==> config.mk <==
export PLATFORM = sky130hd
export DESIGN_NAME = lzsd_out_queue
export DESIGN_NICKNAME = d
export VERILOG_FILES = /design/src/hw/rtl/lzsd_pkg.sv /design/src/hw/rtl/lzsd_out_queue.sv
export SDC_FILE = /design/constraint.sdc
export NUM_CORES = 1
export LEC_CHECK = 0
export BUFFER_PORTS_ARGS = -buffer_cell sky130_fd_sc_hd__buf_4
export CAP_MARGIN = 25
export CORE_MARGIN = 2
export CORE_UTILIZATION = 56
export CTS_CLUSTER_DIAMETER = 30
export CTS_CLUSTER_SIZE = 14
export DETAILED_ROUTE_END_ITERATION = 16
export HOLD_SLACK_MARGIN = 0.08
export PLACE_DENSITY = 0.78
export SETUP_SLACK_MARGIN = 0.15
export SLEW_MARGIN = 5
export SYNTH_ARGS = -nofsm -noshare
export SYNTH_HDL_FRONTEND = slang
export SYNTH_SLANG_ARGS = --single-unit
==> constraint.sdc <==
create_clock -name clk -period 3.1 [get_ports clk]
set_input_delay 0.62 -clock clk [delete_from_list [all_inputs] [get_ports clk]]
set_output_delay 0.62 -clock clk [all_outputs]
set_load 0.02 [all_outputs]
==> src/hw/rtl/lzsd_pkg.sv <==
// ----------------------------------------------------------------------------
// lzsd_pkg
// Shared constants and types of the LZSS stream decompressor: item layouts,
// parser and copy engine states, command format and error codes.
// ----------------------------------------------------------------------------
package lzsd_pkg;

  localparam int HISTORY_DEPTH    = 65536;
  localparam int HIST_AW          = $clog2(HISTORY_DEPTH);
  localparam int CNT_W            = HIST_AW + 1;
  localparam int DIST_W           = 16;
  localparam int BYTES_PER_RESULT = 8;
  localparam int CMD_DEPTH        = 4;
  localparam int CMD_AW           = $clog2(CMD_DEPTH);
  localparam int OUT_DEPTH        = 4;
  localparam int OUT_AW           = $clog2(OUT_DEPTH);

  localparam logic [7:0] MATCH_FLAG = 8'd1;

  localparam logic [1:0] ERR_NONE  = 2'd0;
  localparam logic [1:0] ERR_DIST  = 2'd1;
  localparam logic [1:0] ERR_TRUNC = 2'd2;

  typedef struct packed {
    logic [7:0] in_byte;
    logic       stream_last;
  } in_t;

  typedef struct packed {
    logic [63:0] out_bytes;
    logic [3:0]  byte_count;
    logic        run_last;
    logic        stream_end;
    logic [1:0]  error_code;
  } out_t;

  typedef enum logic [2:0] {
    PH_FLAG,
    PH_DIST_HI,
    PH_DIST_LO,
    PH_LEN,
    PH_LIT
  } phase_t;

  typedef enum logic [1:0] {
    CMD_NONE,
    CMD_LIT,
    CMD_COPY
  } cmd_kind_t;

  typedef struct packed {
    cmd_kind_t         kind;
    logic [7:0]        data;
    logic [DIST_W-1:0] match_dist;
    logic [1:0]        err;
    logic              last;
  } cmd_t;

  typedef enum logic {
    BK_IDLE,
    BK_COPY
  } back_state_t;

  typedef enum logic [1:0] {
    SRC_NONE,
    SRC_LIT,
    SRC_MEM,
    SRC_FWD
  } src_sel_t;

endpackage

==> src/hw/rtl/lzsd_out_queue.sv <==
// ----------------------------------------------------------------------------
// lzsd_out_queue
// Result queue between the copy engine and the consumer; reports room for
// the engine so that an issued byte can always land.
// ----------------------------------------------------------------------------
module lzsd_out_queue (
  input  logic           clk,
  input  logic           rst,
  input  logic           res_push,
  input  lzsd_pkg::out_t res,
  output logic           out_room,
  output logic           empty,
  input  logic           pop,
  output lzsd_pkg::out_t out_item
);
  import lzsd_pkg::*;

  out_t              queue [OUT_DEPTH];
  logic [OUT_AW-1:0] wr_ptr, rd_ptr;
  logic [OUT_AW:0]   count;
  logic              q_pop;

  assign empty    = (count == '0);
  assign q_pop    = pop && !empty;
  assign out_item = queue[rd_ptr];
  // one byte in flight plus one being issued
  assign out_room = (count <= (OUT_AW + 1)'(OUT_DEPTH - 2));

  always_ff @(posedge clk) begin
    if (res_push) begin
      queue[wr_ptr] <= res;
    end
  end

  always_ff @(posedge clk) begin
    if (rst) begin
      wr_ptr <= '0;
      rd_ptr <= '0;
      count  <= '0;
    end else begin
      if (res_push) begin
        wr_ptr <= OUT_AW'(wr_ptr + 1'b1);
      end
      if (q_pop) begin
        rd_ptr <= OUT_AW'(rd_ptr + 1'b1);
      end
      count <= (OUT_AW + 1)'(count + res_push - q_pop);
    end
  end

endmodule

# Word level (Yosys, flattened, before mapping)
# Memory sizes are Yosys's and may differ from the RTL's. A register that Yosys moved wholly into a read port is not among the register bits.
# Cells that the tools add are included.
[totals]
output_inout_bits = 74
n_memories = 1
ram_bits = 288
wordCells = 16
input_bits = 76
ff_bits = 7
[op_classes]
n_reduce_logical = 3
add_sub_neg = 4
n_lt_le_gt_ge = 1
muxes = 4
[mem_list]
columns = ["memory", "words", "width", "read_ports", "rd_clocked_by_memory_dff", "wr", "line", "source"]
rows = [
  ["queue", 4, 72, 1, 1, 1, "lzsd_out_queue.sv:18", "out_t queue [OUT_DEPTH];"],
]
[op_table]
columns = ["cell", "n"]
rows = [
  ["adder 2 x 1 -> 2 bit (second input constant)", 2],
  ["2-to-1 mux 2 bit", 2],
  ["adder 3 x 1 -> 3 bit", 1],
  ["less-or-equal comparator 3 x 2 -> 1 bit (second input constant)", 1],
  ["zero test 3 bit", 1],
  ["subtractor 3 x 1 -> 3 bit", 1],
  ["2-to-1 mux 1 bit", 2],
  ["logical AND 1 bit", 1],
  ["zero test 1 bit", 1],
]

# Longest topological paths before layout
# Gate-level depths: netlist of the first run.
[logic_depth]
depth_word = 5
depth_mapped = 8
ltp_nobuf = 8

# Worst setup path after synthesis of the first run
# No wires, ideal clock.
[synth_path]
path_type = "input-to-reg"
startpoint = "input res_push"
endpoint = "memory queue[0][0] (netlist name), enable pin"
path_stages = 1
path_buffers = 0
setup_time_ns = 0.438
setup_slack_ns = 0.357
required_ns = 2.662
arrival_time_ns = 2.305
path_cell_list = "and2_1"
[synth_between]
elab_chain_cells = 2
[synth_rtl]
columns = ["item", "line", "source"]
rows = [
  ["start, declared", "lzsd_out_queue.sv:9", "input logic res_push,"],
  ["2-to-1 mux 1 bit", "lzsd_out_queue.sv:30", "if (res_push) begin"],
  ["2-to-1 mux 1 bit (not written as such)", "lzsd_out_queue.sv:31", "queue[wr_ptr] <= res;"],
  ["end, declared", "lzsd_out_queue.sv:18", ""],
]
# Every way passes these cells.

==> flow_metrics.env, run 1 <==
export IMPL_gp_congestion=0.699
export IMPL_cts_resized=0
export IMPL_grt_max_degree=44
export IMPL_synth_area_mm2=0.0109
export IMPL_crit_path_max_fanout=43
export IMPL_p_seq_share_pct=40.3
export IMPL_cap_viol_max_count=0
export IMPL_grt_ovfl_total=0
export IMPL_rrSetupSlack_ns=1.12
export IMPL_postSynth_asyncResetShare_pct=0
export IMPL_period_share_pct=86.7
export IMPL_multi_input_area_mm2=0.00191
export IMPL_dr_pass1_iters=4
export IMPL_synthTopCellsByCount="288 x edfxtp_1, 70 x mux4_2, 9 x dfxtp_1"
export IMPL_grt_pass1_vias=5392
export IMPL_drive_gt1_share_pct=47.8
export IMPL_dieArea_mm2=0.0207
export IMPL_die_y_um=144
export IMPL_cts_made_buffers=45
export IMPL_stdcell_count=913
export IMPL_clock_latency_ns=0.52
export IMPL_end_kind="output pin"
export IMPL_grt_pass1_wl_um=29800
export IMPL_fmax_ghz=0.372
export IMPL_die_w_um=144
export IMPL_rows=51
export IMPL_io_pins=150
export IMPL_syn2layout_area_growth_pct=26.6
export IMPL_period_needed_ns=2.69
export IMPL_hold_class="input port to flop"
export IMPL_crit_type="flop to output pin"
export IMPL_ys_warnings_count=0
export IMPL_required_ns=2.48
export IMPL_seq_area_mm2=0.00884
export IMPL_antennaDiodeCount=0
export IMPL_root_buffer="clkbuf_16"
export IMPL_cts_hold_buf=0
export IMPL_routed_via_density=5.48
export IMPL_wl_per_cell_um=21.7
export IMPL_drc=0
export IMPL_grtUsageTotal_pct=19.5
export IMPL_yosysTopAreaCellShare_pct=79.0
export IMPL_ys_types=21
export IMPL_cts_sinks=297
export IMPL_syn_nets=508
export IMPL_dp_slack_ns=0.897
export IMPL_swShare_pct=24.6
export IMPL_clk_pin_slew_ns=0.05
export IMPL_arrival_ns=2.07
export IMPL_p_leak_nw=4.76
export IMPL_pwr_share_comb_pct=18.5
export IMPL_ys_top_cells_by_area="edfxtp_1 79%, mux4_2 14%, dfxtp_1 1.6%"
export IMPL_io_buffers=149
export IMPL_worstSetupStartpointType="flop"
export IMPL_synth_top_cell_by_area="edfxtp_1"
export IMPL_h_tree_depth=2
export IMPL_clkPwrFrac_pct=41.2
export IMPL_synth_cells=424
export IMPL_dp_hpwl_um=11600
export IMPL_ys_flop_type="edfxtp_1"
export IMPL_setup_violations=0
export IMPL_cellPowerDensity_mw_per_mm2=848
export IMPL_ir_drop_mv=0.608
export IMPL_cts_tree="yes"
export IMPL_antenna_found_initial=0
export IMPL_min_from="res[43]"
export IMPL_nets=696
export IMPL_ys_ff_latch=297
export IMPL_slew_limit_headroom_pct=58.7
export IMPL_rr_startpoint="count[1]"
export IMPL_syn_area_per_cell_um2=25.8
export IMPL_hold_path_depth=1
export IMPL_setup_tns_final_ns=0
export IMPL_drtAntennaViolNets=0
export IMPL_synth_edf_count=288
export IMPL_dpl_cell_count=830
export IMPL_status="finished, final reports clean"
export IMPL_min_to="queue[2][43]"
export IMPL_tightestPinTransition_ns=0.619
export IMPL_placed_area_mm2=0.0124
export IMPL_hold_viol_final=0
export IMPL_rr_worst_depth=8
export IMPL_vias=5007
export IMPL_netSwitchingPower_w=0.00289
export IMPL_p_int_w=0.00886
export IMPL_core_mm2=0.0193
export IMPL_clk_path_buf_depth=3
export IMPL_drt_iter0_drc=307
export IMPL_cts_setup_buffers=0
export IMPL_yosysMostFrequentCell="edfxtp_1"
export IMPL_routed_wl_um=19800
export IMPL_clock_skew_ns=0.00616
export IMPL_worst_slack_ns=0.411
export IMPL_design_area_mm2=0.0139
export IMPL_ys_seq_area_share_pct=80.7
export IMPL_start_util_pct=56.6
export IMPL_drv_slew=0
export IMPL_rsz0062_at_grt="false"
export IMPL_r2r_end="count[2]"
export IMPL_fillCellCount=1160
-- state kept, by name, summed over array words and instances, names as in the netlist, named ones only --
signal	flops
queue	288
rd_ptr	2
count	3
wr_ptr	2
-- power by group through the flow --
stage / combinational, W / clock (W) / sequential (W)
global placement: 0.00216 / 0 / 0.00480
floorplan: 0.00152 / 0 / 0.00477
global route: 0.00231 / 0.00511 / 0.00475
detailed placement: 0.00220 / 0 / 0.00482
finish: 0.00217 / 0.00484 / 0.00474
CTS: 0.00221 / 0.00491 / 0.00474
-- per-layer routing --
metal | wire length [um] | GRT usage [%] | share of wire (%) | vias to the layer above
met1 | 7950 | 25.8 | 40 | 2602
met2 | 10300 | 32.4 | 52 | 166
met3 | 1250 | 5.46 | 6.3 | 38
li1 | - | - | - | 2201
met4 | 320 | 5.42 | 1.6 | 0
met5 | 0 | 0 | 0 | -
-- cell usage in the layout, fill, tap and decap left out, types with 2 or more instances in the layout --
| cell type | count |
|---|---|
| clkbuf_8 | 3 |
| mux4_2 | 70 |
| mux2_2 | 3 |
| mux4_1 | 2 |
| dfxtp_1 | 7 |
| edfxtp_1 | 288 |
| xnor2_1 | 2 |
| bufinv_16 | 4 |
| clkinv_1 | 8 |
| clkinv_4 | 3 |
| clkinvlp_4 | 6 |
| buf_4 | 152 |
| and2_4 | 4 |
| ha_1 | 7 |
| clkbuf_16 | 47 |
| clkbuf_1 | 3 |
| buf_12 | 6 |
| nor2_1 | 6 |
| clkinv_2 | 8 |
| dfxtp_4 | 2 |
| nor2b_1 | 3 |
| inv_1 | 7 |
-- cells by family (layout without fill, tap and decap cells) --
| group | Yosys count | count (layout) | share of synthesized area [%] |
|---|---|---|---|
| AO/OA/AOI/OAI | 3 | 3 | 0.240 |
| XOR/XNOR | 2 | 2 | 0.160 |
| adder cells (fa/ha/maj) | 8 | 8 | 0.983 |
| buffers and inverters | 24 | 248 | 2.01 |
| flip-flops | 297 | 297 | 80.7 |
| multiplexers | 76 | 76 | 15.3 |
| AND/OR/NAND/NOR | 14 | 14 | 0.652 |
-- area by class of cell --
cell class | instances | area share (%)
repair buffers | 158 | 9.10
clock inverters | 30 | 1.95
multi-input cells | 103 | 13.7
clock buffers | 53 | 8.87
inverters | 7 | 0.190
well taps | 265 | 2.39
flip-flops and latches | 297 | 63.8
-- through the flow --
| step | power [W] | hold WS [ns] | util, % |
|---|---|---|---|
| after floorplan | 0.00629 | 0.514 | - |
| after global placement | 0.00696 | 0.528 | 63.9 |
| after detailed placement | 0.00702 | 0.562 | 63.9 |
| after CTS | 0.0119 | 0.282 | 71.7 |
| after global routing | 0.0122 | 0.281 | 71.7 |
| final | 0.0118 | 0.296 | 71.7 |
-- how the worst max path moves through the flow --
stage / from / end / slack, ns / depth (start not counted)
final: flop / out_item[27] / 0.41 / 3
after global routing: flop / out_item[27] / 0.31 / 3
after CTS: flop / out_item[27] / 0.35 / 3
after detailed placement: flop / out_item[27] / 0.90 / 3
after global placement: flop / out_item[27] / 0.90 / 3
after floorplan: res_push / queue[0][0] / 0.36 / 1
-- worst max-delay path, cell delays in order (launching register included) --
cell	delay (ns)
dfxtp_4	0.64
buf_12	0.33
mux4_2	0.38
buf_4	0.18
(Power assumes the default switching activity.)
==> inputs of run 2 (changes only) <==
CORE_UTILIZATION = 44   (was 56)
GPL_ROUTABILITY_DRIVEN = 0   (was default)
PLACE_DENSITY = default   (was 0.78)
REMOVE_ABC_BUFFERS = 1   (was default)
==> run 2 against run 1 <==
  * Via count up 1.2%
  * Largest cell class unchanged
  * Sequential share of layout area down 2.2 points
  * Global-route usage fell by 3.4 points
  * Wire length is 4.3% higher
  * Die area increased by 26%
  * Combinational power rose by 2%
  * Worst hold slack got worse by 0.024 ns
  * Maximum frequency fell by 1.7%
  * Non-clock buffer count grew 3
  * Highest routed layer unchanged
  * Register-to-register slack barely moved
  * Power rose by 8.7%
==> flow_metrics.env, run 2 (synthesized netlist as in run 1, its figures left out) <==
export IMPL_clock_latency_ns=0.55
export IMPL_pwr_share_comb_pct=17.3
export IMPL_drt_iter0_drc=308
export IMPL_period_share_pct=88.2
export IMPL_io_buffers=149
export IMPL_hold_class="input port to flop"
export IMPL_grt_pass1_vias=5696
export IMPL_slew_limit_headroom_pct=64.9
export IMPL_wl_per_cell_um=20.8
export IMPL_dr_wl_met2_um=10500
export IMPL_met1_length_um=8490
export IMPL_syn2layout_area_growth_pct=31.2
export IMPL_setup_violations=0
export IMPL_period_needed_ns=2.74
export IMPL_die_w_um=162
export IMPL_die_y_um=162
export IMPL_cts_setup_buffers=0
export IMPL_hold_viol_final=0
export IMPL_p_seq_share_pct=37.2
export IMPL_cts_tree="yes"
export IMPL_grt_ovfl_total=0
export IMPL_clk_path_buf_depth=3
export IMPL_worstSetupStartpointType="flop"
export IMPL_final_cell_mix="288 x edfxtp_1, 153 x buf_4, 70 x mux4_2"
export IMPL_routed_via_density=5.10
export IMPL_clk_pin_slew_ns=0.05
export IMPL_clock_skew_ns=0.0152
export IMPL_drtAntennaViolNets=0
export IMPL_grt_pass1_wl_um=32000
export IMPL_dp_hpwl_um=12000
export IMPL_routed_top_layer="met4"
export IMPL_p_int_w=0.00959
export IMPL_netSwitchingPower_w=0.00317
export IMPL_antennaDiodeCount=0
export IMPL_finalPower_w=0.0128
export IMPL_crit_path_max_fanout=21
export IMPL_layout_commonest_cell="edfxtp_1"
export IMPL_nets=708
export IMPL_cts_hold_buf=0
export IMPL_largest_register_ffs=288
export IMPL_cts_sinks=297
export IMPL_fmax_ghz=0.366
export IMPL_grt_max_degree=46
export IMPL_dr_pass1_iters=4
export IMPL_dp_slack_ns=0.766
export IMPL_ir_drop_mv=0.457
export IMPL_antenna_found_initial=0
export IMPL_h_tree_depth=2
export IMPL_p_leak_nw=4.96
export IMPL_start_util_pct=44.9
export IMPL_required_ns=2.48
export IMPL_worst_slack_ns=0.364
export IMPL_swShare_pct=24.9
export IMPL_wl_met3_um=1380
export IMPL_status="finished, final reports clean"
export IMPL_placed_area_mm2=0.0125
export IMPL_root_buffer="clkbuf_16"
export IMPL_rows=57
export IMPL_drc=0
export IMPL_largestRegisters="queue: 288 flops, count: 3 flops"
export IMPL_routed_wl_um=20700
export IMPL_grtUsageTotal_pct=16.2
export IMPL_vias=5065
export IMPL_whs_ns=0.272
export IMPL_rrSetupSlack_ns=1.13
export IMPL_clkPwrFrac_pct=45.6
export IMPL_design_area_mm2=0.0144
export IMPL_end_kind="output pin"
export IMPL_cts_made_buffers=54
export IMPL_drv_slew=0
export IMPL_core_mm2=0.0244
export IMPL_io_pins=150
export IMPL_tightestPinTransition_ns=0.520
export IMPL_drive_gt1_share_pct=49.8
export IMPL_cellPowerDensity_mw_per_mm2=889
export IMPL_dieArea_mm2=0.0262
export IMPL_arrival_ns=2.12
export IMPL_cap_viol_max_count=0
export IMPL_regMostFlops="queue"
export IMPL_rsz0062_at_grt="false"
export IMPL_setup_tns_final_ns=0
export IMPL_crit_type="flop to output pin"
-- run 2: cell count changes in the layout (fill, tap and decap cells not counted), moves of 2 or more --
| cell | before | now |
|---|---|---|
| inv_6 | 1 | 6 |
| bufinv_16 | 4 | 7 |
| clkinv_4 | 3 | 8 |
| clkbuf_16 | 47 | 56 |
| clkinv_8 | 0 | 2 |
| clkinv_1 | 8 | 6 |
| clkbuf_8 | 3 | 0 |
-- run 2: cell type report --
class | instances | area, um^2
fill | 1783 | 10000
sequential | 297 | 8840
multi-input combinational | 103 | 1910
clock buffer | 58 | 1390
timing repair buffer | 161 | 1320
clock inverter | 43 | 479
tap | 324 | 405
inverter | 7 | 26.3
-- run 2: metal layers --
layer,global-route usage [%],vias to the layer above
met5,0,-
met4,4.91,0
met3,4.52,34
met2,27.0,156
met1,20.9,2641
li1,-,2234
-- run 2: power by group through the flow --
stage	sequential (W)	combinational [W]	clock (W)
2_1_floorplan	0.00494	0.00122	0
3_3_place_gp	0.00480	0.00220	0
3_5_place_dp	0.00482	0.00223	0
4_1_cts	0.00474	0.00224	0.00593
5_1_grt	0.00477	0.00237	0.00612
6_report	0.00475	0.00221	0.00582
-- run 2: final timing paths --
kind / cells after the start / startpoint / end
worst max-delay path: 3 / flop / out_item[17]
worst min-delay path: 1 / res[5] / queue[3][5]
worst max register to register: 8 / count[1] / count[2]
worst min register to register: 2 / wr_ptr[0] / wr_ptr[0]
-- run 2: critical path, stage by stage, from the launching register on --
cell and delay [ns]:
dfxtp_4 0.55, clkbuf_16 0.31, mux4_2 0.52, buf_4 0.17
-- run 2: metrics by stage --
| stage | cells | utilization, % |
|---|---|---|
| after floorplan | 407 | - |
| after global placement | 891 | 51.1 |
| after detailed placement | 891 | 51.1 |
| after CTS | 992 | 58.7 |
| after global routing | 993 | 58.9 |
| final | 993 | 58.9 |
-- run 2: what timing repair did --
item / CTS / global route
gates resized for setup: 0 / 1
hold endpoints to repair: 0 / 0
endpoints found under the setup margin: 0 / 10
==> inputs of run 3 (changes only) <==
CTS_BUF_LIST = sky130_fd_sc_hd__clkbuf_4 sky130_fd_sc_hd__clkbuf_8   (was default)
PLACE_DENSITY_LB_ADDON = 0.15   (was default)
==> run 3 against run 2 <==
  * Wire length is 1.2% lower
  * Clock skew is 0.0011 ns lower
  * Non-clock buffer count is 2 lower
  * Power is 12% lower
  * Maximum frequency is 2.8% higher
  * Utilization is 2.5 points lower
  * Sequential cell count stayed put
  * Global-route usage is 0.27 points lower
  * Worst setup slack better by 0.075 ns
  * Largest power group is now sequential cells
  * Highest routed layer unchanged
==> flow_metrics.env, run 3 (synthesized netlist as in run 1, its figures left out) <==
export IMPL_p_seq_share_pct=42.1
export IMPL_tightestPinTransition_ns=0.537
export IMPL_layout_commonest_cell="edfxtp_1"
export IMPL_h_tree_depth=2
export IMPL_cts_made_buffers=54
export IMPL_io_buffers=149
export IMPL_fin_util_pct=56.4
export IMPL_setup_violations=0
export IMPL_wl_per_cell_um=20.6
export IMPL_worstSetupStartpointType="flop"
export IMPL_p_int_w=0.00833
export IMPL_clock_latency_ns=0.56
export IMPL_whs_ns=0.262
export IMPL_period_needed_ns=2.66
export IMPL_r2r_end="count[2]"
export IMPL_start_util_pct=44.9
export IMPL_regMostFlops="queue"
export IMPL_antenna_found_initial=0
export IMPL_ir_drop_mv=0.462
export IMPL_routed_via_density=5.08
export IMPL_drc=0
export IMPL_dr_pass1_iters=4
export IMPL_grt_pass1_vias=5521
export IMPL_die_w_um=162
export IMPL_dieArea_mm2=0.0262
export IMPL_antennaDiodeCount=0
export IMPL_rrSetupSlack_ns=1.16
export IMPL_hold_viol_final=0
export IMPL_root_buffer="clkbuf_8"
export IMPL_cts_sinks=297
export IMPL_crit_type="flop to output pin"
export IMPL_end_kind="output pin"
export IMPL_final_cell_mix="288 x edfxtp_1, 152 x buf_4, 70 x mux4_2"
export IMPL_nets=706
export IMPL_rr_worst_depth=8
export IMPL_crit_path_max_fanout=38
export IMPL_crit_end="out_item[41]"
export IMPL_rows=57
export IMPL_io_pins=150
export IMPL_die_y_um=162
export IMPL_syn2layout_area_growth_pct=25.7
export IMPL_clk_pin_slew_ns=0.06
export IMPL_grt_ovfl_total=0
export IMPL_grtUsageTotal_pct=15.9
export IMPL_period_share_pct=85.8
export IMPL_rr_startpoint="count[1]"
export IMPL_p_leak_nw=4.70
export IMPL_cellPowerDensity_mw_per_mm2=814
export IMPL_slew_limit_headroom_pct=64.2
export IMPL_pwr_share_comb_pct=19.6
export IMPL_status="finished, final reports clean"
export IMPL_drv_slew=0
export IMPL_cts_resized=0
export IMPL_swShare_pct=25.6
export IMPL_largest_register_ffs=288
export IMPL_arrival_ns=2.04
export IMPL_vias=5034
export IMPL_grt_max_degree=43
export IMPL_cts_hold_buf=0
export IMPL_required_ns=2.48
export IMPL_core_mm2=0.0244
export IMPL_drive_gt1_share_pct=49.9
export IMPL_clkPwrFrac_pct=38.3
export IMPL_fmax_ghz=0.376
export IMPL_cts_tree="yes"
export IMPL_routed_wl_um=20500
export IMPL_grt_pass1_wl_um=31200
export IMPL_drtAntennaViolNets=0
export IMPL_largestRegisters="queue: 288 flops, count: 3 flops"
export IMPL_cts_setup_buffers=0
export IMPL_netSwitchingPower_w=0.00287
export IMPL_hold_class="input port to flop"
export IMPL_rsz0062_at_grt="false"
export IMPL_clk_path_buf_depth=3
export IMPL_clock_skew_ns=0.0142
export IMPL_dp_hpwl_um=12000
export IMPL_drt_iter0_drc=329
export IMPL_cap_viol_max_count=0
[run 3: changes by cell type in the layout (fill, tap and decap cells not counted), sizes merged]
cell / before / now
clkbuf: 59 / 60
inv: 14 / 10
buf: 160 / 159
clkinv: 23 / 22
bufinv: 7 / 10
[run 3: worst max-delay path: stages, from the launching register on]
cell and delay, ns:
dfxtp_4 0.59, buf_12 0.32, mux4_2 0.38, buf_4 0.18
[run 3: worst min-delay path by stage]
stage	from	end	slack, ns	depth (start not counted)
CTS	res[10]	queue[2][10]	0.21	1
detailed placement	wr_ptr[0]	wr_ptr[0]	0.57	2
floorplan	wr_ptr[1]	wr_ptr[1]	0.51	2
finish	res[71]	queue[2][71]	0.26	1
global route	res[29]	queue[2][29]	0.22	1
global placement	wr_ptr[1]	wr_ptr[1]	0.53	2
[run 3: layout make-up]
cell class                 count  area [um^2]
clock buffer                  60          807
fill                        1897        10600
timing repair buffer         159         1280
sequential                   297         8840
clock inverter                41          492
multi-input combinational    103         1910
inverter                       7         26.3
tap                          324          405
[run 3: metal layers]
layer  track usage (%)  wire length, um  vias up
met3              4.98             1450       35
met1              20.5             8530     2634
met4              4.87              340        0
li1                  -                -     2219
met2              26.2            10100      146
met5                 0                0        -
[run 3: power groups by stage]
stage / clock network (W) / registers, W / logic (W)
2_1_floorplan: 0 / 0.00494 / 0.00122
3_3_place_gp: 0 / 0.00479 / 0.00222
3_5_place_dp: 0 / 0.00481 / 0.00225
4_1_cts: 0.00439 / 0.00472 / 0.00226
5_1_grt: 0.00458 / 0.00474 / 0.00235
6_report: 0.00428 / 0.00472 / 0.00219
[run 3: metrics by stage]
stage,cell area (um^2),worst slack [ns],TNS [ns],total power (W),cells
final,13800,0.439,0,0.0112,991
after global placement,12500,0.967,0,0.00701,890
after floorplan,10800,-1.38,-91.69,0.00617,407
after detailed placement,12500,0.951,0,0.00706,890
after CTS,13800,0.337,0,0.0114,991
after global routing,13800,0.315,0,0.0117,991
