[config.mk]
export PLATFORM = sky130hd
export DESIGN_NAME = lzsd_front
export DESIGN_NICKNAME = d
export VERILOG_FILES = /design/src/hw/rtl/lzsd_pkg.sv /design/src/hw/rtl/lzsd_front.sv
export SDC_FILE = /design/constraint.sdc
export NUM_CORES = 1
export LEC_CHECK = 0
export BUFFER_PORTS_ARGS = -buffer_cell sky130_fd_sc_hd__buf_2
export CORE_MARGIN = 10
export CORE_UTILIZATION = 50
export CTS_BUF_LIST = sky130_fd_sc_hd__clkbuf_8 sky130_fd_sc_hd__clkbuf_16
export DETAILED_ROUTE_END_ITERATION = 10
export PLACE_DENSITY = 0.69
export SYNTH_ARGS = -nofsm -noshare
export SYNTH_HDL_FRONTEND = slang
export SYNTH_SLANG_ARGS = --single-unit
export TNS_END_PERCENT = 30
[constraint.sdc]
create_clock -name clk -period 4.07 [get_ports clk]
set_clock_uncertainty 0.05 [all_clocks]
set_input_delay 0.2035 -clock clk [delete_from_list [all_inputs] [get_ports clk]]
set_output_delay 0.2035 -clock clk [all_outputs]
set_load 0.01 [all_outputs]
[src/hw/rtl/lzsd_pkg.sv]
// ----------------------------------------------------------------------------
// lzsd_pkg
// Shared constants and types of the LZSS stream decompressor: item layouts,
// parser and copy engine states, command format and error codes.
// ----------------------------------------------------------------------------
package lzsd_pkg;

  localparam int HISTORY_DEPTH    = 65536;
  localparam int HIST_AW          = $clog2(HISTORY_DEPTH);
  localparam int CNT_W            = HIST_AW + 1;
  localparam int DIST_W           = 16;
  localparam int BYTES_PER_RESULT = 8;
  localparam int CMD_DEPTH        = 4;
  localparam int CMD_AW           = $clog2(CMD_DEPTH);
  localparam int OUT_DEPTH        = 4;
  localparam int OUT_AW           = $clog2(OUT_DEPTH);

  localparam logic [7:0] MATCH_FLAG = 8'd1;

  localparam logic [1:0] ERR_NONE  = 2'd0;
  localparam logic [1:0] ERR_DIST  = 2'd1;
  localparam logic [1:0] ERR_TRUNC = 2'd2;

  typedef struct packed {
    logic [7:0] in_byte;
    logic       stream_last;
  } in_t;

  typedef struct packed {
    logic [63:0] out_bytes;
    logic [3:0]  byte_count;
    logic        run_last;
    logic        stream_end;
    logic [1:0]  error_code;
  } out_t;

  typedef enum logic [2:0] {
    PH_FLAG,
    PH_DIST_HI,
    PH_DIST_LO,
    PH_LEN,
    PH_LIT
  } phase_t;

  typedef enum logic [1:0] {
    CMD_NONE,
    CMD_LIT,
    CMD_COPY
  } cmd_kind_t;

  typedef struct packed {
    cmd_kind_t         kind;
    logic [7:0]        data;
    logic [DIST_W-1:0] match_dist;
    logic [1:0]        err;
    logic              last;
  } cmd_t;

  typedef enum logic {
    BK_IDLE,
    BK_COPY
  } back_state_t;

  typedef enum logic [1:0] {
    SRC_NONE,
    SRC_LIT,
    SRC_MEM,
    SRC_FWD
  } src_sel_t;

endpackage

[src/hw/rtl/lzsd_front.sv]
// ----------------------------------------------------------------------------
// lzsd_front
// Token parser: classifies each compressed byte, checks match distances
// against the bytes produced so far and queues commands for the copy engine.
// ----------------------------------------------------------------------------
module lzsd_front (
  input  logic          clk,
  input  logic          rst,
  input  logic          push,
  output logic          full,
  input  lzsd_pkg::in_t in_item,
  output logic          cmd_valid,
  output lzsd_pkg::cmd_t cmd,
  input  logic          cmd_pop
);
  import lzsd_pkg::*;

  phase_t            phase, phase_next;
  logic [DIST_W-1:0] distance, distance_next;
  logic [CNT_W-1:0]  produced, produced_next;
  logic [CNT_W-1:0]  produced_sum;
  logic              accept;
  logic              make_cmd;
  cmd_t              new_cmd;

  cmd_t              queue [CMD_DEPTH];
  logic [CMD_AW-1:0] wr_ptr, rd_ptr;
  logic [CMD_AW:0]   count;
  logic              q_push, q_pop;

  assign full   = (count == (CMD_AW + 1)'(CMD_DEPTH));
  assign accept = push && !full;

  always_comb begin
    phase_next = phase;
    unique case (phase)
      PH_FLAG:    phase_next = (in_item.in_byte == MATCH_FLAG) ? PH_DIST_HI : PH_LIT;
      PH_DIST_HI: phase_next = PH_DIST_LO;
      PH_DIST_LO: phase_next = PH_LEN;
      PH_LEN:     phase_next = PH_FLAG;
      PH_LIT:     phase_next = PH_FLAG;
      default:    phase_next = PH_FLAG;
    endcase
    if (in_item.stream_last) begin
      phase_next = PH_FLAG;
    end
  end

  always_comb begin
    distance_next      = distance;
    produced_next      = produced;
    produced_sum       = CNT_W'(produced + CNT_W'(in_item.in_byte));
    make_cmd           = 1'b0;
    new_cmd.kind       = CMD_NONE;
    new_cmd.data       = in_item.in_byte;
    new_cmd.match_dist = distance;
    new_cmd.err        = ERR_NONE;
    new_cmd.last       = in_item.stream_last;
    unique case (phase)
      PH_FLAG: begin
        if (in_item.stream_last) begin
          new_cmd.err = ERR_TRUNC;
        end
      end
      PH_DIST_HI: begin
        distance_next = {in_item.in_byte, 8'h00};
        if (in_item.stream_last) begin
          new_cmd.err = ERR_TRUNC;
        end
      end
      PH_DIST_LO: begin
        distance_next = {distance[15:8], in_item.in_byte};
        if (in_item.stream_last) begin
          new_cmd.err = ERR_TRUNC;
        end
      end
      PH_LEN: begin
        make_cmd = 1'b1;
        if (distance == '0 || CNT_W'(distance) > produced) begin
          new_cmd.err = ERR_DIST;
        end else begin
          new_cmd.kind = CMD_COPY;
          if (produced_sum > CNT_W'(HISTORY_DEPTH)) begin
            produced_next = CNT_W'(HISTORY_DEPTH);
          end else begin
            produced_next = produced_sum;
          end
        end
      end
      PH_LIT: begin
        make_cmd     = 1'b1;
        new_cmd.kind = CMD_LIT;
        if (produced != CNT_W'(HISTORY_DEPTH)) begin
          produced_next = CNT_W'(produced + 1'b1);
        end
      end
      default: begin
      end
    endcase
    if (in_item.stream_last) begin
      make_cmd      = 1'b1;
      distance_next = '0;
      produced_next = '0;
    end
  end

  always_ff @(posedge clk) begin
    if (rst) begin
      phase    <= PH_FLAG;
      distance <= '0;
      produced <= '0;
    end else if (accept) begin
      phase    <= phase_next;
      distance <= distance_next;
      produced <= produced_next;
    end
  end

  // command queue
  assign q_push    = accept && make_cmd;
  assign cmd_valid = (count != '0);
  assign q_pop     = cmd_pop && cmd_valid;
  assign cmd       = queue[rd_ptr];

  always_ff @(posedge clk) begin
    if (q_push) begin
      queue[wr_ptr] <= new_cmd;
    end
  end

  always_ff @(posedge clk) begin
    if (rst) begin
      wr_ptr <= '0;
      rd_ptr <= '0;
      count  <= '0;
    end else begin
      if (q_push) begin
        wr_ptr <= CMD_AW'(wr_ptr + 1'b1);
      end
      if (q_pop) begin
        rd_ptr <= CMD_AW'(rd_ptr + 1'b1);
      end
      count <= (CMD_AW + 1)'(count + q_push - q_pop);
    end
  end

endmodule

After elaboration in Yosys (flattened, before gate mapping) --
Memory sizes are Yosys's and may differ from the RTL's. A register that Yosys moved wholly into a read port is not among the register bits. Index checks and enable logic that the tools add are counted.
Word-level totals: flip-flop bits (word level) 43, bits in latches 0, memory bits (writable) 116, ROM bits 0, input port bits 13, output and inout bits 31, word-level logic and storage cells 63, memories kept 1
Memories:
- queue | words 4, width 29, rd ports 1, clocked after Yosys merged registers in 1, write ports 1, line lzsd_front.sv:26 | cmd_t queue [CMD_DEPTH];
Cells by class: $add $sub $neg 6, $mul 0, div/mod/pow operators 0, $lt $le $gt $ge 2, equality and inequality tests 10, shifts and indexed selects 0, muxes and demuxes 21, bitwise operators 0, reductions and logical operators 16
Operator list (number):
- $mux 17 | 4
- $pmux 17 s2 | 1
- $pmux 16 s2 | 1
- $add 17x1->17 const B | 1
- $add 17x8->17 | 1
- $gt 16x17->1 | 1
- $gt 17x17->1 const B | 1
- $ne 17x17->1 const B | 1
- $logic_not 16->1 | 1
- $mux 16 | 1
- $pmux 3 s3 | 1
- $reduce_bool 3->1 | 3
- $eq 8x1->1 const B | 1
- $mux 2 | 4
- $pmux 2 s2 | 2
- $eq 3x2->1 const B | 2
- $eq 3x3->1 const B | 2
- $mux 3 | 2
- $ne 3x3->1 const B | 2
- $mux 1 | 5
- $add 2x1->2 const B | 2
- $reduce_and 4->1 | 1
- $add 3x1->3 | 1
- $eq 3x1->1 const B | 1
- other kinds (11) | 13

Logic depth before layout (Yosys ltp) --
Gate-level depths: netlist of the first run.
depth in word-level cells 7, depth in mapped cells 14, mapped depth without buffers 14

Worst setup path after synthesis of the first run --
Ideal clock, no wire load.
kind register to register, start point register produced[0], end point register produced[12], library setup time 96 ps, data arrival time 2915 ps, data required time 3924 ps, setup slack 1010 ps, cell stages (with the launch flop) 12, buffers on the path 0, clock period less this slack 3060 ps, cells stage by stage dfxtp_1 ha_1 inv_1 fa_1 nor2b_4 o2111a_2 or3_4 a311o_1 a2111oi_4 o2111ai_4 and3_1 o41ai_2
Between the ends: longest elaborated chain between the ends 6, elaborated cells between the ends (all ways) 14, those cells by class 2 x add/sub; 2 x order compare; 3 x eq/ne; 5 x mux; 2 x reduce/logical
RTL lines:
- start, declared | line lzsd_front.sv:20 | logic [CNT_W-1:0] produced, produced_next;
- start signal, assigned | line lzsd_front.sv:115 | produced <= produced_next;
- $add 17x8->17 | line lzsd_front.sv:52 | produced_sum = CNT_W'(produced + CNT_W'(in_item.in_byte));
- $gt 17x17->1 | line lzsd_front.sv:83 | if (produced_sum > CNT_W'(HISTORY_DEPTH)) begin
- $mux 17 | line lzsd_front.sv:83
- $mux 17 | line lzsd_front.sv:79 | if (distance == '0 || CNT_W'(distance) > produced) begin
- $pmux 17 s2 | line lzsd_front.sv:59 | unique case (phase)
- $mux 17 | line lzsd_front.sv:100 | if (in_item.stream_last) begin
Parallel ways exist; a longest one is shown, timed or not. The select of a mux whose other input is x is not followed. A chain may end at the register's enable or synchronous reset.

Worst setup path in the final report of the first run --
start point register produced[0], end point register produced[2]
The elaborated chain is that of the path after synthesis.

==> flow_metrics.py, run 1 <==
metrics = {
    "cts": {
        "numCtsBuffers": 17,
        "cts_resized": 0,
        "cts_buffer_depth": 2,
        "root_buffer": "clkbuf_16",
        "path_clk_slew_ns": 0.07,
        "htreeDepth": 4,
        "tritoncts": "done",
        "holdBufCountCts": 0,
        "clock_latency_ns": 0.42,
        "clkSinkCount": 161,
        "cts_setup_buffers": 0,
    },
    "power_and_ir_drop": {
        "pwr-share-clk_pct": 36.6,
        "p_sw_mw": 1.293,
        "switching_share_pct": 28.20,
        "p_per_area_nw_per_um2": 522.4,
        "p_int_mw": 3.292,
        "seqPwrFrac_pct": 43.4,
        "vdd.ir_drop.worst_mv": 0.3016,
        "power_frac_comb_pct": 20.0,
        "p_leak_nw": 3.103,
    },
    "finish": {
        "fillCellCount": 1180,
        "diodes": 0,
        "area_delta_synth_final_pct": 14.03,
        "fin_util_pct": 57.95,
        "fin_nets": 719,
        "drive_gt1_share_pct": 19.71,
    },
    "sta": {
        "relSlewSlack_pct": 38.56,
        "hold_viol": 0,
        "tightestPinTransition_ns": 0.9217,
        "rsz0062_at_grt": "false",
        "slew_violations": 0,
        "period_minus_slack_ns": 3.402,
        "min_period_over_period_pct": 83.59,
        "fmax_mhz": 293.9,
        "finalSetupViolCount": 0,
        "setup_tns_ns": 0,
    },
    "floorplanning": {
        "fp.dieH_um": 144.1,
        "fp.dieW_um": 144.1,
        "rows": 45,
        "coreArea_um2": 15150,
        "initial_core_util_pct": 50.82,
        "io_pins": 44,
        "die-area_um2": 20760,
    },
    "synth": {
        "synth_edf_count": 116,
        "synthCells": 623,
        "yosys_warnings": 0,
        "ys.flop_type": "edfxtp_1",
        "synth_area_um2": 7697,
        "avgSynthCellArea_um2": 12.36,
        "async_flop_share_pct": 0,
        "ys_seq_elements": 161,
        "synth_nets": 670,
        "yosysSeqAreaShare_pct": 56.96,
        "yosys.cell_types.count": 62,
    },
    "global_routing": {
        "grt_pass1_wl_um": 29860,
        "grt_pass1_vias": 5482,
        "grt_use_total_pct": 18.75,
        "grt_max_degree": 47,
        "overflow": 0,
        "antenna_found_initial": 0,
    },
    "routing": {
        "drtPass1Iterations": 7,
        "drt_iter0_drc": 498,
        "routed_wl_um": 18690,
        "drc": 0,
        "routed_via_density": 6.309,
        "wl_per_cell_um": 21.41,
        "ant_nets": 0,
        "vias": 5508,
    },
    "setup_path": {
        "crit_arrival_ns": 3.69,
        "rr_endpoint": "produced[2]",
        "crit_type": "flop to flop",
        "crit_required_ns": 4.35,
        "ff2ff_setup_slack_ns": 0.67,
        "endpoint_kind": "flop",
        "crit_start": "produced[0]",
        "cp-start-kind": "flop",
        "r2r_cells": 12,
        "crit_path_max_fanout": 8,
        "r2r-start": "produced[0]",
    },
    "placement": {
        "hpwl_um": 12770,
        "io_buffers": 43,
        "gp_congestion": 0.9132,
    },
    "flow_run": {
        "max_cap_violations": 0,
    },
    "min_path": {
        "hold-path-endpoint": "queue[3][25]",
        "min_path_type": "primary input to flop",
        "min_from": "in_item[7]",
        "hold_depth": 1,
    },
    "run_status": {
        "status": "finished clean",
    },
}
sequential cells by signal, summed over array words and instances, names as in the netlist, named ones only:
name and count:
count 3, distance 16, phase 3, produced 17, queue 116, rd_ptr 2, wr_ptr 2
synthesized netlist by cell type, types with 3 or more instances:
cell type,n,share of area [%]
nor2_1,54,2.6
mux4_2,29,8.5
dfxtp_1,45,12
nor4_1,11,0.89
or3_1,3,0.24
a21oi_1,47,3.1
nand3_1,29,1.9
nand4_1,6,0.49
a31oi_1,6,0.49
or2_2,7,0.57
nor2b_1,6,0.49
a211oi_1,7,0.68
edfxtp_1,116,45
inv_1,33,1.6
and2_1,7,0.57
nor3_1,9,0.59
and3_1,8,0.65
clkbuf_1,23,1.1
o22ai_1,7,0.57
nand2_1,35,1.7
o221ai_1,3,0.34
ha_1,32,5.2
o21ai_1,3,0.20
o2111ai_1,4,0.46
xnor2_1,6,0.68
a22oi_1,8,0.78
and4_1,3,0.34
xor2_1,7,0.80
o21ai_0,22,1.4
a21o_1,6,0.59
power groups by stage:
stage / sequential (mW) / combinational, mW / clock [mW]
floorplan: 1.94 / 0.687 / 0
detailed placement: 2.03 / 0.920 / 0
global route: 2.02 / 1.00 / 1.77
global placement: 2.02 / 0.902 / 0
CTS: 2.00 / 0.926 / 1.70
finish: 1.99 / 0.916 / 1.68
logic make-up after synthesis:
group / Yosys count / share of synthesized area (%)
multiplexers: 31 / 8.745
AND/OR/NAND/NOR: 190 / 12.47
XOR/XNOR: 13 / 1.479
AO/OA/AOI/OAI: 136 / 11.80
buffers and inverters: 58 / 2.828
adder cells (fa/ha/maj): 34 / 5.722
flip-flops: 161 / 56.96
critical path: stages, from the launching register on:
cell and delay, ns:
dfxtp_1 0.36, ha_1 0.23, inv_1 0.07, fa_1 0.25
nor2b_4 0.06, o2111a_2 0.27, or3_4 0.38, a311o_1 0.36
a2111oi_4 0.44, o2111ai_4 0.22, nand2_1 0.21, nand3_2 0.19
o22ai_1 0.22
worst max-delay path by stage:
stage | end | slack (ns) | depth (start not counted)
after floorplan | produced[12] | 1.01 | 11
final | produced[2] | 0.67 | 12
after global routing | produced[2] | 0.49 | 12
after CTS | produced[2] | 0.69 | 12
after detailed placement | produced[2] | 0.67 | 13
after global placement | produced[5] | 0.78 | 13
cell usage in the layout (no fill, tap or decap), types with 4 or more instances in the layout:
master	count
a211oi_1	7
a21o_1	6
a21oi_1	47
a22oi_1	8
a31oi_1	6
and2_1	7
and3_1	8
buf_2	43
buf_4	12
clkbuf_16	17
clkinv_4	5
dfxtp_1	43
edfxtp_1	116
ha_1	32
inv_1	34
mux4_2	29
nand2_1	35
nand3_1	29
nand4_1	6
nor2_1	54
nor2b_1	6
nor3_1	9
nor4_1	11
o2111ai_1	4
o21ai_0	22
o22ai_1	7
or2_2	7
xnor2_1	6
xor2_1	7
per-stage QoR:
| stage | std cells | hold slack (ns) | cell area, um^2 | power [mW] | setup WS [ns] |
|---|---|---|---|---|---|
| after floorplan | 623 | 0.2524 | 7697 | 2.623 | 1.010 |
| after global routing | 873 | 0.04115 | 8777 | 4.787 | 0.4921 |
| after global placement | 841 | 0.4530 | 8147 | 2.925 | 0.7826 |
| after CTS | 873 | 0.03327 | 8777 | 4.627 | 0.6938 |
| after detailed placement | 841 | 0.4696 | 8147 | 2.951 | 0.6720 |
| final | 873 | 0.04954 | 8777 | 4.585 | 0.6681 |
layout make-up:
cell class / instances / area (um^2) / share of cell area [%]
Clock buffer: 17 / 425.4 / 4.847
Clock inverter: 15 / 205.2 / 2.338
Inverter: 33 / 123.9 / 1.411
Multi-Input combinational cell: 404 / 3095 / 35.27
Sequential cell: 161 / 4387 / 49.98
Tap cell: 188 / 235.2 / 2.680
Timing Repair Buffer: 55 / 305.3 / 3.478
per-layer routing:
metal / up-vias / part of all wire (%) / track usage, %
li1: 2491 / - / -
met1: 2746 / 41 / 22.67
met2: 225 / 50 / 31.36
met3: 46 / 6.5 / 4.395
met4: 0 / 2.7 / 8.114
met5: - / 0 / 0
(Power assumes the default switching activity.)
==> inputs of run 2 (changes only) <==
--- a/config.mk
+++ b/config.mk
@@ -10,7 +10,7 @@
 export CORE_UTILIZATION = 50
 export CTS_BUF_LIST = sky130_fd_sc_hd__clkbuf_8 sky130_fd_sc_hd__clkbuf_16
 export DETAILED_ROUTE_END_ITERATION = 10
-export PLACE_DENSITY = 0.69
+export PLACE_DENSITY = 0.72
 export SYNTH_ARGS = -nofsm -noshare
 export SYNTH_HDL_FRONTEND = slang
 export SYNTH_SLANG_ARGS = --single-unit
==> constraint.sdc (replaced) <==
create_clock -name clk -period 2.8 [get_ports clk]
set_clock_uncertainty 0.05 [all_clocks]
set_input_delay 0.14 -clock clk [delete_from_list [all_inputs] [get_ports clk]]
set_output_delay 0.14 -clock clk [all_outputs]
set_load 0.01 [all_outputs]
==> run 2 against run 1 <==
Against the previous run:
- the run now ends with setup timing left
- sequential share of layout area decreased by 3.1 points
- first-iteration DRC count increased by 3.4%
- critical path type unchanged
- highest routed layer unchanged
- setup slack got worse by 0.88 ns
- flip-flop and latch count unchanged
- clock-buffer cell count increased by 1
- critical endpoint unchanged
==> flow_metrics.py, run 2 (synthesis gave the netlist of run 1 again) <==
metrics = {
    "global_routing": {
        "overflow": 0,
        "grt_use_total_pct": 19.88,
        "grt_max_degree": 31,
        "antenna_found_initial": 0,
        "grt_pass1_wl_um": 31530,
        "grt_pass1_vias": 5839,
    },
    "floorplanning": {
        "fp.dieH_um": 144.1,
        "io_pins": 44,
        "fp.dieW_um": 144.1,
        "initial_core_util_pct": 50.82,
        "coreArea_um2": 15150,
        "die-area_um2": 20760,
        "rows": 45,
    },
    "min_path": {
        "min_from": "in_item[0]",
        "hold_depth": 1,
        "min_path_type": "primary input to flop",
        "hold-path-endpoint": "queue[3][0]",
    },
    "sta": {
        "fmax_mhz": 331.9,
        "rsz0062_at_grt": "true",
        "min_period_over_period_pct": 107.6,
        "setup_ws_ns": -0.2129,
        "period_minus_slack_ns": 3.013,
        "hold_viol": 0,
        "tightestPinTransition_ns": 0.6722,
        "slew_violations": 0,
        "finalSetupViolCount": 13,
        "hold_ws_ns": 0.04541,
        "relSlewSlack_pct": 54.89,
        "setup_tns_ns": -2.064,
    },
    "placement": {
        "place_area_um2": 8683,
        "io_buffers": 43,
        "dpl_worst_slack_ns": -0.2437,
        "gp_congestion": 0.9057,
        "hpwl_um": 13990,
        "place_inst": 908,
    },
    "finish": {
        "reg_top3": "queue: 116 flops, produced: 17 flops, distance: 16 flops",
        "final_cell_mix": "116 x edfxtp_1, 84 x buf_4, 54 x nor2_1",
        "fin_nets": 793,
        "fin_util_pct": 61.81,
        "regMostFlops": "queue",
        "largest_reg_flops": 116,
        "fin_area_um2": 9361,
        "final-seq-area_um2": 4390,
        "final_cells": 947,
        "diodes": 0,
        "fillCellCount": 1180,
        "area_delta_synth_final_pct": 21.62,
        "multi_input_area_um2": 3149,
        "layout_commonest_cell": "edfxtp_1",
        "drive_gt1_share_pct": 28.72,
    },
    "setup_path": {
        "crit_start": "produced[0]",
        "cp-start-kind": "flop",
        "crit_required_ns": 3.09,
        "endpoint_kind": "flop",
        "ff2ff_setup_slack_ns": -0.21,
        "crit_arrival_ns": 3.31,
        "crit_type": "flop to flop",
        "r2r_cells": 13,
        "crit_path_max_fanout": 6,
        "r2r-start": "produced[0]",
        "rr_endpoint": "produced[2]",
    },
    "cts": {
        "cts_buffer_depth": 2,
        "clock_latency_ns": 0.43,
        "clkSinkCount": 161,
        "numCtsBuffers": 17,
        "tritoncts": "done",
        "htreeDepth": 4,
        "path_clk_slew_ns": 0.07,
        "root_buffer": "clkbuf_16",
    },
    "routing": {
        "drt_iter0_drc": 515,
        "ant_nets": 0,
        "drtPass1Iterations": 6,
        "routed_wl_um": 19760,
        "routed_via_density": 6.143,
        "drc": 0,
        "wl_per_cell_um": 20.87,
        "vias": 5817,
    },
    "power_and_ir_drop": {
        "p_per_area_nw_per_um2": 710.3,
        "vdd.ir_drop.worst_mv": 0.4647,
        "p_leak_nw": 3.451,
        "totalPowerFinal_mw": 6.649,
    },
    "flow_run": {
        "max_cap_violations": 0,
    },
    "run_status": {
        "status": "finished with violations",
        "violations": "setup timing",
    },
}
-- run 2: final cells by class --
class / instances / area share (%)
flip-flops and latches: 161 / 46.90
multi-input cells: 404 / 33.64
repair buffers: 129 / 9.249
clock buffers: 18 / 4.691
well taps: 188 / 2.513
clock inverters: 14 / 1.684
inverters: 33 / 1.323
-- run 2: worst max-delay path by stage --
stage                         endpoint  slack [ns]  depth (start not counted)
after floorplan            produced[2]       -0.02                         12
after global placement     produced[4]       -0.16                         12
after detailed placement   produced[2]       -0.24                         12
after CTS                 produced[14]       -0.18                         13
after global routing      produced[14]       -0.36                         13
final                      produced[2]       -0.21                         13
-- run 2: repair_timing --
| action | CTS | global route |
|---|---|---|
| hold buffers | 2 | 0 |
| pin swaps | 5 | 1 |
| setup endpoints to repair | 14 | 17 |
| resized for setup | 3 | 3 |
| cloned | 0 | 0 |
| setup buffers | 4 | 1 |
| hold endpoints to repair | 2 | 0 |
-- run 2: per-layer routing --
layer  global-route usage [%]  up-vias  share of wire (%)
met5                        0        -                  0
li1                         -     2646                  -
met3                    4.460       49                7.5
met4                    9.672        0                3.0
met1                    24.36     2853                 41
met2                    32.57      269                 49
-- run 2: power by group --
| group | switching, mW | internal [mW] |
|---|---|---|
| combinational | 0.846 | 0.737 |
| clock | 1.06 | 1.22 |
| sequential | 0.0768 | 2.71 |
-- run 2: worst max-delay path: stages, from the launching register on --
cell and delay [ns]:
dfxtp_4 0.35, ha_4 0.15, inv_2 0.06, fa_2 0.23
nor2b_4 0.05, o2111a_2 0.26, or3_4 0.34, a311o_1 0.31
a2111oi_4 0.38, o2111ai_4 0.18, buf_4 0.19, nand2_4 0.08
nand3_4 0.12, o22ai_1 0.19
==> inputs of run 3 (changes only) <==
--- a/config.mk
+++ b/config.mk
@@ -5,6 +5,7 @@
 export SDC_FILE = /design/constraint.sdc
 export NUM_CORES = 1
 export LEC_CHECK = 0
+export ABC_AREA = 1
 export BUFFER_PORTS_ARGS = -buffer_cell sky130_fd_sc_hd__buf_2
 export CORE_MARGIN = 10
 export CORE_UTILIZATION = 50
==> run 3 against run 2 <==
Against the previous run:
- the run now ends clean
- clock-buffer cell count is 1 lower
- critical path depth grew 9
- maximum frequency increased by 18%
- total power grew 4.7%
- first-iteration DRC count rose by 26%
- largest cell class unchanged
- global-route usage shrank 1.2 points
- routed wire length up 2.1%
- non-clock buffer count is 58 lower
- combinational power increased by 23%
- sequential share of layout area up 0.65 points
- core utilization is 3.7 points lower
==> flow_metrics.py, run 3 <==
metrics = {
    "synth": {
        "yosys_warnings": 0,
        "yosysTopAreaCell": "edfxtp_1",
        "synth_area_um2": 8075,
        "yosysSeqAreaShare_pct": 54.29,
        "avgSynthCellArea_um2": 9.033,
        "yosys.cell_types.count": 44,
        "synthCells": 894,
        "yosys-top-cells-area": "edfxtp_1 43%, dfxtp_1 11%, nand2_1 7.7%",
        "yosysTopAreaCellShare_pct": 43.14,
        "async_flop_share_pct": 0,
        "ys_seq_elements": 161,
        "synth_commonest_cells": "165 x nand2_1, 116 x edfxtp_1, 106 x nor2_1",
        "synth_edf_count": 116,
        "ys.flop_type": "edfxtp_1",
        "synth_nets": 941,
        "yosysMostFrequentCell": "nand2_1",
    },
    "sta": {
        "slew_violations": 0,
        "rsz0062_at_grt": "false",
        "finalSetupViolCount": 0,
        "period_minus_slack_ns": 2.564,
        "hold_viol": 0,
        "min_period_over_period_pct": 91.55,
        "tightestPinTransition_ns": 0.5893,
        "fmax_mhz": 390.1,
        "relSlewSlack_pct": 60.71,
        "hold_ws_ns": 0.02834,
    },
    "power_and_ir_drop": {
        "totalPowerFinal_mw": 6.962,
        "p_per_area_nw_per_um2": 754.7,
        "vdd.ir_drop.worst_mv": 0.4692,
        "p_leak_nw": 3.815,
    },
    "floorplanning": {
        "initial_core_util_pct": 50.83,
        "die-area_um2": 21630,
        "io_pins": 44,
        "rows": 46,
        "coreArea_um2": 15890,
        "fp.dieW_um": 147.1,
        "fp.dieH_um": 147.1,
    },
    "finish": {
        "drive_gt1_share_pct": 14.20,
        "reg_top3": "queue: 116 flops, produced: 17 flops, distance: 16 flops",
        "area_delta_synth_final_pct": 14.24,
        "layout_commonest_cell": "nand2_1",
        "fin_util_pct": 58.07,
        "fin_area_um2": 9225,
        "largest_reg_flops": 116,
        "diodes": 0,
        "fin_nets": 1000,
        "final_cell_mix": "163 x nand2_1, 116 x edfxtp_1, 102 x nor2_1",
        "regMostFlops": "queue",
        "fillCellCount": 1395,
    },
    "global_routing": {
        "grt_max_degree": 59,
        "grt_pass1_vias": 6108,
        "antenna_found_initial": 0,
        "grt_use_total_pct": 18.66,
        "grt_pass1_wl_um": 32600,
        "overflow": 0,
    },
    "routing": {
        "wl_met2_um": 9284,
        "routed_wl_um": 20170,
        "dr_wl_met3_um": 1483,
        "drtPass1Iterations": 5,
        "vias": 6550,
        "routed_via_density": 5.546,
        "drt_iter0_drc": 647,
        "ant_nets": 0,
        "wl_per_cell_um": 17.08,
        "m1WireLength_um": 8973,
        "drc": 0,
        "top_layer_used": "met4",
    },
    "setup_path": {
        "crit_path_max_fanout": 8,
        "crit_required_ns": 3.11,
        "crit_path_top_delay_cell": "dlygate4sd3_1",
        "crit_arrival_ns": 2.87,
        "crit_chain": "dlygate4sd3_1 > buf_6 > ha_4 > inv_1 > fa_1 > inv_1 > nand2_1 > nand2_2 > nand3_1 > nand2_1 > nand2_1 > nand2_1 > nand2_1 > nand2_1 > nand2_1 > nor2_1 > nand2_2 > nand2_2 > nand2_1 > nand3_1 > nand2_1 > nor2_1",
        "ff2ff_setup_slack_ns": 0.25,
        "cpPeakStageDelay_ns": 0.55,
        "r2r_cells": 20,
        "crit_type": "primary input to flop",
        "endpoint_kind": "flop",
        "rr_endpoint": "produced[7]",
        "cp_common_cell": "nand2_1",
        "cp-start-kind": "primary input",
        "r2r-start": "produced[0]",
    },
    "min_path": {
        "min_path_type": "primary input to flop",
        "min_from": "in_item[4]",
        "hold-path-endpoint": "queue[3][22]",
        "hold_depth": 1,
    },
    "cts": {
        "root_buffer": "clkbuf_16",
        "cts_setup_buffers": 0,
        "clkSinkCount": 161,
        "tritoncts": "done",
        "numCtsBuffers": 17,
        "htreeDepth": 4,
        "path_clk_slew_ns": 0.06,
        "clock_latency_ns": 0.42,
        "cts_buffer_depth": 2,
    },
    "run_status": {
        "status": "finished clean",
    },
    "placement": {
        "gp_congestion": 0.9541,
        "hpwl_um": 13850,
        "place_area_um2": 8625,
        "io_buffers": 43,
    },
    "flow_run": {
        "max_cap_violations": 0,
    },
}
run 3: changes by cell type after synthesis, moves of 27 or more:
cell,delta
inv_1,+57
nand2_1,+130
mux4_2,-29
nand3_1,+27
nor2_1,+52
o21ai_0,+57
run 3: stage by stage:
stage / cells / setup WS, ns / TNS (ns)
6_report: 1181 / 0.2365 / 0
5_1_grt: 1181 / 0.008795 / 0
4_1_cts: 1180 / 0.1124 / 0
3_5_place_dp: 1148 / 0.1625 / 0
3_3_place_gp: 1148 / 0.2179 / 0
2_1_floorplan: 894 / -0.06833 / -7.926
run 3: final cells by class:
| class | count | area, um^2 | share of cell area, % |
|---|---|---|---|
| Clock buffer | 17 | 425.4 | 4.611 |
| Inverter | 100 | 377.9 | 4.096 |
| Tap cell | 216 | 270.3 | 2.930 |
| Sequential cell | 161 | 4387 | 47.55 |
| Multi-Input combinational cell | 602 | 3213 | 34.83 |
| Timing Repair Buffer | 71 | 434.2 | 4.706 |
| Clock inverter | 14 | 117.6 | 1.275 |
run 3: repair_timing:
action                                 CTS  global route
resized for setup                        0            11
hold buffers                             1             0
endpoints found under the hold margin    4             0
setup endpoints to repair                0            14
run 3: logic make-up after synthesis:
family,count (synthesis),share of synthesized area [%]
xor+xnor,7,0.8522
fa+ha+maj,34,5.454
simple gates,380,20.87
flops,161,54.29
buf+inv,132,6.539
compound gates,180,11.99
run 3: worst max-delay path by stage:
stage	slack, ns	end	start
final	0.24	produced[7]	in_item[1]
after global routing	0.009	produced[4]	in_item[1]
after CTS	0.11	produced[7]	in_item[1]
after detailed placement	0.16	produced[7]	produced[0]
after global placement	0.22	produced[7]	produced[0]
after floorplan	-0.07	queue[0][0]	phase[2]
run 3: worst max-delay path: cells and delay by family:
kind | cells | cell delay [ns]
adder cells (fa/ha/maj) | 2 | 0.53
buffers and inverters | 4 | 0.84
AND/OR/NAND/NOR | 16 | 1.36
run 3: report_power, final:
part / switching, mW / internal [mW]
clock network: 0.933 / 1.22
logic: 1.28 / 0.658
registers: 0.117 / 2.76
total: 2.33 / 4.63
run 3: routing by layer:
metal,up-vias,global-route usage (%)
met4,0,6.492
met3,40,3.624
met1,3036,25.60
met2,272,28.90
li1,3202,-
met5,-,0
